[config.mk]
export PLATFORM = sky130hd
export DESIGN_NAME = glob_segment_matcher
export DESIGN_NICKNAME = d
export VERILOG_FILES = /design/src/hdl/gsm_pkg.sv /design/src/hdl/glob_segment_matcher.sv /design/src/hdl/gsm_cfg.sv /design/src/hdl/gsm_cell.sv
export SDC_FILE = /design/constraint.sdc
export NUM_CORES = 1
export LEC_CHECK = 0
export BUFFER_PORTS_ARGS = -buffer_cell sky130_fd_sc_hd__buf_2
export CORE_UTILIZATION = 55
export CTS_BUF_LIST = sky130_fd_sc_hd__clkbuf_4 sky130_fd_sc_hd__clkbuf_8 sky130_fd_sc_hd__clkbuf_16
export DETAILED_ROUTE_END_ITERATION = 7
export PLACE_DENSITY = 0.74
export SKIP_CTS_REPAIR_TIMING = 1
export SYNTH_ARGS = -nofsm -noshare
export SYNTH_HDL_FRONTEND = slang
export SYNTH_SLANG_ARGS = --single-unit
[constraint.sdc]
create_clock -name clk -period 10.9 [get_ports clk]
set_input_delay 2.18 -clock clk [delete_from_list [all_inputs] [get_ports clk]]
set_output_delay 2.18 -clock clk [all_outputs]
set_load 0.1 [all_outputs]
[src/hdl/gsm_pkg.sv]
// Shared constants and types of the glob segment matcher.
package gsm_pkg;

	// Pattern capacity and character width.
	localparam int PATTERN_CHARS = 32;
	localparam int CHAR_BITS     = 8;
	localparam int TEXT_BITS     = 8;
	localparam int LEN_BITS      = 6;

	// Pattern character registers: four 64-bit words, lowest character first.
	localparam int CHAR_REGS     = 4;
	localparam int REG_BITS      = 64;
	localparam int PAT_REG_BITS  = CHAR_REGS * REG_BITS;

	// Width used to compare the length register against cell positions.
	localparam int POS_BITS      = 7;

	// Configuration bus.
	localparam int ADDR_BITS     = 6;
	localparam int IDX_BITS      = 3;

	// Register indexes.
	localparam logic [IDX_BITS-1:0] REG_LEN    = 3'd0;
	localparam logic [IDX_BITS-1:0] REG_CHARS0 = 3'd1;
	localparam logic [IDX_BITS-1:0] REG_CHARS1 = 3'd2;
	localparam logic [IDX_BITS-1:0] REG_CHARS2 = 3'd3;
	localparam logic [IDX_BITS-1:0] REG_CHARS3 = 3'd4;

	// Wildcard characters.
	localparam logic [CHAR_BITS-1:0] STAR_CHAR     = CHAR_BITS'(8'h2A);
	localparam logic [CHAR_BITS-1:0] QUESTION_CHAR = CHAR_BITS'(8'h3F);

	// Control that every cell sees in the same cycle.
	typedef struct packed {
		logic restart;  // state is implicitly the start set
		logic has_char; // current request carries a character
		logic load;     // accepted character that does not end the name
	} gsm_ctl_t;

	// Signals passed from one cell to the next.
	typedef struct packed {
		logic start;    // start-set bit reaching the next position
		logic nxt;      // next-set bit reaching the next position
	} gsm_link_t;

endpackage

[src/hdl/glob_segment_matcher.sv]
// Top level of the glob segment matcher: register file, cell chain and result register.
//
//   channel  | direction | signals                              | content
//   ---------+-----------+--------------------------------------+---------------------------
//   s_       | in        | tvalid tready tdata tuser tlast      | tdata[7:0] text_char,
//            |           |                                      | tuser has_char, tlast end
//   m_       | out       | tvalid tready tdata                  | tdata[0] matched
//   apb      | in/out    | psel penable pwrite paddr pwdata ... | registers at 8*index
//
// One character is taken every cycle; the result of a name appears in the cycle
// after its last request and waits in a single output register.
// The cell chain updates all pattern positions in the same cycle, so the position
// set never stalls the input; only a full output register that is not taken does.
// Reset loads the start set; any write to a defined register restarts the name in progress.
module glob_segment_matcher import gsm_pkg::*; (
	input  logic                  clk,
	input  logic                  arst_n,
	// Input stream
	input  logic                  s_tvalid,
	output logic                  s_tready,
	input  logic [7:0]            s_tdata,  // [7:0] text_char
	input  logic                  s_tuser,  // [0] has_char
	input  logic                  s_tlast,
	// Result stream
	output logic                  m_tvalid,
	input  logic                  m_tready,
	output logic [7:0]            m_tdata,  // [0] matched, [7:1] zero
	// Configuration
	input  logic                  psel,
	input  logic                  penable,
	input  logic                  pwrite,
	input  logic [ADDR_BITS-1:0]  paddr,
	input  logic [REG_BITS-1:0]   pwdata,
	output logic [REG_BITS-1:0]   prdata,
	output logic                  pready
);

	logic [LEN_BITS-1:0]     pattern_len;
	logic [PAT_REG_BITS-1:0] pattern_bits;
	logic                    cfg_wr;
	logic                    restart_q;
	logic                    end_q;
	logic                    m_tvalid_q;
	logic                    matched_q;
	logic                    in_acc;
	gsm_ctl_t                ctl;
	gsm_link_t               link [PATTERN_CHARS+1];
	logic [PATTERN_CHARS:0]  pos_bits;
	logic [PATTERN_CHARS:0]  at_end;
	logic [POS_BITS-1:0]     len_ext;
	logic                    end_eff;
	logic                    match;

	gsm_cfg u_cfg (
		.clk          (clk),
		.arst_n       (arst_n),
		.psel         (psel),
		.penable      (penable),
		.pwrite       (pwrite),
		.paddr        (paddr),
		.pwdata       (pwdata),
		.prdata       (prdata),
		.pready       (pready),
		.pattern_len  (pattern_len),
		.pattern_bits (pattern_bits),
		.cfg_wr       (cfg_wr)
	);

	// Handshake: a request is taken whenever the result register is free or draining.
	assign s_tready = ~m_tvalid_q | m_tready;
	assign in_acc   = s_tvalid & s_tready;

	assign ctl.restart  = restart_q;
	assign ctl.has_char = s_tuser;
	assign ctl.load     = in_acc & s_tuser & ~s_tlast;

	assign len_ext = POS_BITS'(pattern_len);

	// Chain entry: position zero is always in the start set.
	assign link[0].start = 1'b1;
	assign link[0].nxt   = 1'b0;

	// Row of cells, one per pattern position.
	for (genvar i = 0; i < PATTERN_CHARS; i++) begin : g_cell
		logic [CHAR_BITS-1:0] pat_char;
		logic                 active;

		// Characters past the register bits read as zero.
		for (genvar b = 0; b < CHAR_BITS; b++) begin : g_bit
			if (i * CHAR_BITS + b < PAT_REG_BITS) begin : g_in
				assign pat_char[b] = pattern_bits[i*CHAR_BITS+b];
			end else begin : g_out
				assign pat_char[b] = 1'b0;
			end
		end

		assign active    = (len_ext > POS_BITS'(i));
		assign at_end[i] = (len_ext == POS_BITS'(i));

		gsm_cell u_cell (
			.clk       (clk),
			.arst_n    (arst_n),
			.ctl       (ctl),
			.pat_char  (pat_char),
			.active    (active),
			.text_char (s_tdata[TEXT_BITS-1:0]),
			.link_in   (link[i]),
			.link_out  (link[i+1]),
			.pos_bit   (pos_bits[i])
		);
	end

	// Final position past the last pattern character.
	assign at_end[PATTERN_CHARS]   = (len_ext >= POS_BITS'(PATTERN_CHARS));
	assign end_eff                 = restart_q ? link[PATTERN_CHARS].start : end_q;
	assign pos_bits[PATTERN_CHARS] = s_tuser ? link[PATTERN_CHARS].nxt : end_eff;

	// The name matches when the pattern-end position is reachable.
	assign match = |(pos_bits & at_end);

	// Position-set control.
	always_ff @(posedge clk or negedge arst_n) begin
		if (!arst_n) begin
			restart_q <= 1'b1;
			end_q     <= 1'b0;
		end else begin
			if (ctl.load) begin
				end_q <= link[PATTERN_CHARS].nxt;
			end
			if (cfg_wr || (in_acc && s_tlast)) begin
				restart_q <= 1'b1;
			end else if (ctl.load) begin
				restart_q <= 1'b0;
			end
		end
	end

	// Result register.
	always_ff @(posedge clk or negedge arst_n) begin
		if (!arst_n) begin
			m_tvalid_q <= 1'b0;
		end else if (in_acc && s_tlast) begin
			m_tvalid_q <= 1'b1;
		end else if (m_tready) begin
			m_tvalid_q <= 1'b0;
		end
	end

	always_ff @(posedge clk) begin
		if (in_acc && s_tlast) begin
			matched_q <= match;
		end
	end

	assign m_tvalid = m_tvalid_q;
	assign m_tdata  = {7'd0, matched_q};

endmodule

[src/hdl/gsm_cfg.sv]
// APB register file holding the pattern length and the pattern characters.
module gsm_cfg import gsm_pkg::*; (
	input  logic                      clk,
	input  logic                      arst_n,
	input  logic                      psel,
	input  logic                      penable,
	input  logic                      pwrite,
	input  logic [ADDR_BITS-1:0]      paddr,
	input  logic [REG_BITS-1:0]       pwdata,
	output logic [REG_BITS-1:0]       prdata,
	output logic                      pready,
	output logic [LEN_BITS-1:0]       pattern_len,
	output logic [PAT_REG_BITS-1:0]   pattern_bits,
	output logic                      cfg_wr
);

	logic [LEN_BITS-1:0] len_q;
	logic [REG_BITS-1:0] chars_q [CHAR_REGS];
	logic [IDX_BITS-1:0] idx;
	logic                wr_en;

	assign pready = 1'b1;
	assign idx    = paddr[ADDR_BITS-1:ADDR_BITS-IDX_BITS];
	assign wr_en  = psel & penable & pwrite;

	// A write to a defined register restarts the name in progress.
	always_comb begin
		unique case (idx)
			REG_LEN, REG_CHARS0, REG_CHARS1, REG_CHARS2, REG_CHARS3: cfg_wr = wr_en;
			default: cfg_wr = 1'b0;
		endcase
	end

	// Register writes.
	always_ff @(posedge clk or negedge arst_n) begin
		if (!arst_n) begin
			len_q <= '0;
			for (int r = 0; r < CHAR_REGS; r++) begin
				chars_q[r] <= '0;
			end
		end else if (wr_en) begin
			unique case (idx)
				REG_LEN:    len_q      <= pwdata[LEN_BITS-1:0];
				REG_CHARS0: chars_q[0] <= pwdata;
				REG_CHARS1: chars_q[1] <= pwdata;
				REG_CHARS2: chars_q[2] <= pwdata;
				REG_CHARS3: chars_q[3] <= pwdata;
				default: ;
			endcase
		end
	end

	// Read back.
	always_comb begin
		unique case (idx)
			REG_LEN:    prdata = REG_BITS'(len_q);
			REG_CHARS0: prdata = chars_q[0];
			REG_CHARS1: prdata = chars_q[1];
			REG_CHARS2: prdata = chars_q[2];
			REG_CHARS3: prdata = chars_q[3];
			default:    prdata = '0;
		endcase
	end

	// Flatten the character words into one bit string.
	always_comb begin
		for (int r = 0; r < CHAR_REGS; r++) begin
			pattern_bits[r*REG_BITS +: REG_BITS] = chars_q[r];
		end
	end

	assign pattern_len = len_q;

endmodule

[src/hdl/gsm_cell.sv]
// One pattern position: holds its reachable bit and advances it by one character.
module gsm_cell import gsm_pkg::*; (
	input  logic                 clk,
	input  logic                 arst_n,
	input  gsm_ctl_t             ctl,
	input  logic [CHAR_BITS-1:0] pat_char,
	input  logic                 active,
	input  logic [TEXT_BITS-1:0] text_char,
	input  gsm_link_t            link_in,
	output gsm_link_t            link_out,
	output logic                 pos_bit
);

	logic r_q;
	logic is_star;
	logic star_act;
	logic hit;
	logic r_eff;
	logic stay;
	logic adv;
	logic next_bit;

	// Character classification for this position.
	assign is_star  = (pat_char == STAR_CHAR);
	assign star_act = active & is_star;
	assign hit      = (pat_char == QUESTION_CHAR) | (pat_char == CHAR_BITS'(text_char));

	// The start set ripples through stars from position zero.
	assign link_out.start = link_in.start & star_act;
	assign r_eff          = ctl.restart ? link_in.start : r_q;

	// A star keeps its position; a matching character moves one position on.
	assign stay     = active & r_eff & is_star;
	assign adv      = active & r_eff & ~is_star & hit;
	assign next_bit = stay | link_in.nxt;

	// Pass the advance and the star closure to the neighbor.
	assign link_out.nxt = adv | (next_bit & star_act);

	assign pos_bit = ctl.has_char ? next_bit : r_eff;

	always_ff @(posedge clk or negedge arst_n) begin
		if (!arst_n) begin
			r_q <= 1'b0;
		end else if (ctl.load) begin
			r_q <= next_bit;
		end
	end

endmodule

# Word level (Yosys, flattened, before mapping)
# Index checks and enable logic that the tools add are counted.
# word_totals
reg_bits	298
in_bits	87
output_inout_bits	75
# classes
order_cmp	33
eq_ne	131
muxes	72
bitwise	359
n_reduce_logical	13
# ops
operator	count
$eq 8x6->1 const B	64
$pmux 64 s5	1
$eq 8x8->1	32
$and 1x1->1	228
$eq 6x5->1 const B	16
$gt 6x5->1 const B	16
$or 1x1->1	96
$mux 1	71
$eq 6x4->1 const B	8
$gt 6x4->1 const B	8
$not 1->1	34
$and 33x33->33	1
$reduce_or 33->1	1
$eq 6x3->1 const B	4
$gt 6x3->1 const B	4
$eq 6x2->1 const B	2
$gt 6x1->1 const B	2
$gt 6x2->1 const B	2
$reduce_and 2->1	5
$logic_not 7->1	1
$eq 3x2->1 const B	2
$eq 6x1->1 const B	1
$ge 6x6->1 const B	1
$reduce_or 5->1	1
6 further kinds	7

# Longest topological paths before layout
# logic_depth
ltp_word	101
ltp_mapped	19

# Cells and area by module
# From an unflattened synthesis, not the netlist that was laid out.
# hier_totals
cells_unflattened	1887
area_unflattened_um2	20696.1
# by_module_without_submodules
module	instances	cells_per_inst	area_each_um2	seq_area_each_um2
gsm_cfg	1	809	11903.9	6556.3
gsm_cell	32	29	244.0	25.0
glob_segment_matcher	1	150	984.7	106.4

# Worst setup path before layout
# Ideal clock, no wire load.
# synth_path
path_kind	input -> output
from	input paddr[5]
to	output prdata[13]
t_arrival_ns	4.177
required_ns	8.720
path_slack_ns	4.543
cell_stages	8
n_path_buf	4
cell_sequence	clkbuf_1 > nand2b_1 > clkbuf_1 > nor2_1 > clkbuf_1 > clkbuf_1 > a22oi_1 > nand2_1
# synth_via
elab_chain_len	2
word_cells_on_any_way	6
# synth_lines
item	line	rtl
from (decl)	glob_segment_matcher.sv:32	input logic [ADDR_BITS-1:0] paddr,
$eq 3x3->1, or another cell as far along	gsm_cfg.sv:55	unique case (idx)
$pmux 64 s5 (*)	gsm_cfg.sv:55	
to (decl)	glob_segment_matcher.sv:34	output logic [REG_BITS-1:0] prdata,
# Mark *: on every way between the ends. The rest lies on a longest branch, timed or not.

# Worst setup path in the final report
# layout_path
from	input paddr[5]
to	output prdata[23]
# Same word-level chain as after synthesis.

==> results.md <==
* Height of the die at 195.9 um
* Max-slew violations at 0
* Period minus WS final at 6.976 ns
* Final wirelength at 77.64 mm
* Via Count at 19680
* Die Width at 195.9 um
* Clk buf depth at 3
* Yosys reg bits at 298
* DIE AREA at 38370 um2
* Worst Tran Pin Value at 1.279 ns
* Share of synthesized registers carrying an async set or reset at 99.66%
* Setup slack, reg-to-reg at about 4.7 ns
* Top delay family on crit path: simple AND/OR/NAND/NOR gates
* Max Fclk at 0.1433 GHz
* CORE AREA at 36790 um2
* Max Cap Violations at 0
* # IOs at around 160
* Area grow syn2layout at 11.29%
* R2R Path Start: u_cfg.pattern_len[3]
* WS Path Type: in2out
* Latest clock arrival within the worst-skew pair at 0.56 ns
* Worst-path cell chain: buf_2, nand2b_1, nor2_4, buf_4, a22oi_1, nand2_1, buf_2
* Initial Utilization at 56.21%
* Met3 usage at 11.55%
* CTS tree: built
* Post-route ant nets at 0
* CP max stage cell: nor2_4
* Hold Path Sink: g_cell[22].u_cell.r_q
* Mean Syn Cell Area at 9.322 um2
* Final Hold Viols at 0
* First-pass GRT wire length at between 100 and 150 mm
* Vias per cell at ~7
* Main synth FF type: dfrtp_1
* Most frequent cell after synthesis: dfrtp_1
* GRT Max-Usage Layer: met2
* Ys Warns at 0
* RSZ-0062 raised after global routing: no
* Status: finished, final reports clean
* Cell mode on critical path: buf_2
* Critical Path Fanout Max at 35
* Grt total ovfl at 0
* Final Wtd Congestion at 1.050
* Buf+Inv Stages, Crit Path at 3
* H-tree depth at 2
* Critical path required time at roughly 8.7 ns
* Worst reg2reg path depth at 16
* Setup TNS at 0 ns
* Peak supply drop at between 0.1 and 0.15 mV
* Cell Area, Synth at 20680 um2
* Clock sink count at between 200 and 300
* Worst hold start: g_cell[22].u_cell.r_q
* Final clock period utilization by the worst path at ~64%
* Worst slew margin at 14.10%
* Crit path largest cell delay at roughly 0.75 ns
* LEAKAGE at 9.463 nW
* Share of the synthesized area in the top cell type at ~36%
* Endpoint type of the worst setup path: output pin
* Fillcell total at just over 3000
* Cell taking the most area after synthesis: dfrtp_1
* CTS Buf Count at 35
* Startpoint types: input port
* Synth Instances at 2218
* Share of layout cells above drive strength 1 at 23.92%
* Power per standard cell area at between 150 and 200 nW/um2
* HP Class: reg2reg
* Data arrival time at the worst-slack endpoint at between 4 and 5 ns
* Met1 GRT Util at 53.94%
* Synth area leaders: dfrtp_1 (36%), mux2_2 (14%), xnor2_1 (6.4%)
* Root Buffer: clkbuf_16
* Top cells by count, synth: dfrtp_1 (296), mux2_2 (256), nand2_1 (203)
* Final HPWL DP at 54.06 mm
* Sequential cell area fraction in the yosys report at 36.10%
* DRC viols at 0
* EDFF count, synth at 1
* Critical Path Start: paddr[5]
* Hold WS at approximately 0.48 ns
* Starting DRT DRC Count at 2160
* Synth cell types at 96
* Fin nets at ~2400
* Initial antenna violation count at 5
* Number of port buffers at 150
* Gr usage total at between 40% and 50%
* Routing usage on met2 at 60.80%
* Rows at 70
* Total design power at ~4.1 mW
* TritonRoute pass-1 iters at 6
* Largest net degree at the start of global routing at 178
* Setup violators final at 0
* Post-DR wirelength/cell at 27.74 um
* Worst Hold Depth at 2
* Final Skew at 0.01796 ns
* RR Endpoint: matched_q
* Number of global-route vias before repair at 19360
* Worst-path clk slew at 0.06 ns
## power breakdown
part | switching [mW] | internal (mW)
logic | 0.743 | 0.436
clock network | 0.492 | 0.738
registers | 0.338 | 1.31
total | 1.57 | 2.48
## per-stage QoR
step                util (%)  area, um2  instances  setup slack [ns]
CTS                    62.54      23000       2797             3.988
floorplan                  -      20700       2224             4.543
global route           62.55      23010       2799             3.872
global placement       59.26      21800       2734             4.008
detailed placement     59.26      21800       2734             3.998
finish                 62.55      23010       2799             3.924
## layout make-up
class                      count  area [um2]  area share [%]
multi-input combinational   1753       12590           54.71
sequential                   298        7463           32.44
clock buffer                  54        1129           4.905
timing repair buffer         188        1059           4.600
tap                          468       585.6           2.545
inverter                      27       101.3          0.4405
clock inverter                 9       78.83          0.3426
antenna                        2       5.005         0.02175
## layer usage
metal  vias to the layer above  routed length (um)  share of wire, %
met5                         -                  29             0.037
met4                         4                3554               4.6
met3                       261                9670                12
met2                      1316               33950                44
li1                       8431                   -                 -
met1                      9667               30430                39
## placed cells by master (no fill, tap or decap), types with 54 or more instances in the layout
cell type  instances
buf_2            149
a22oi_1          129
o21ai_0           77
nand4_1           77
nor2_1           133
xor2_1           104
xnor2_1          152
mux2_2           256
nand2_1          203
nor4_1            54
dfrtp_1          296
a21oi_1           65
## cell families after synthesis
logic type / after synthesis / synth area share [%]
compound gates: 467 / 16.08
other cells: 2 / 0.03632
mux: 262 / 14.23
buf+inv: 173 / 3.365
xor+xnor: 256 / 10.84
flops: 298 / 36.10
simple gates: 760 / 19.35
## how the worst max path moves through the flow
stage,endpoint,cells after the start
finish,prdata[23],7
global route,prdata[61],7
CTS,prdata[23],7
detailed placement,matched_q,17
global placement,prdata[62],7
floorplan,prdata[13],8
## registers in the layout (all words and copies together) (netlist names)
signal              cells
matched_q               1
g_cell.u_cell.r_q      32
u_cfg.pattern_bits    256
u_cfg.pattern_len       6
end_q                   1
restart_q               1
m_tvalid                1
## worst register-to-register path: stages (launching register included)
cell	delay, ns
dfrtp_1	0.36
buf_4	0.26
nor4_1	1.08
nor4_1	0.35
and4_1	0.31
a31oi_1	0.44
a211oi_1	0.19
or2_2	0.35
a2111oi_1	0.66
a31o_4	0.32
a311oi_2	0.14
o21ai_1	0.29
nand2_1	0.18
a221oi_1	0.42
o21ai_0	0.24
a22oi_1	0.20
nand3_1	0.13
(Power assumes the default switching activity.)
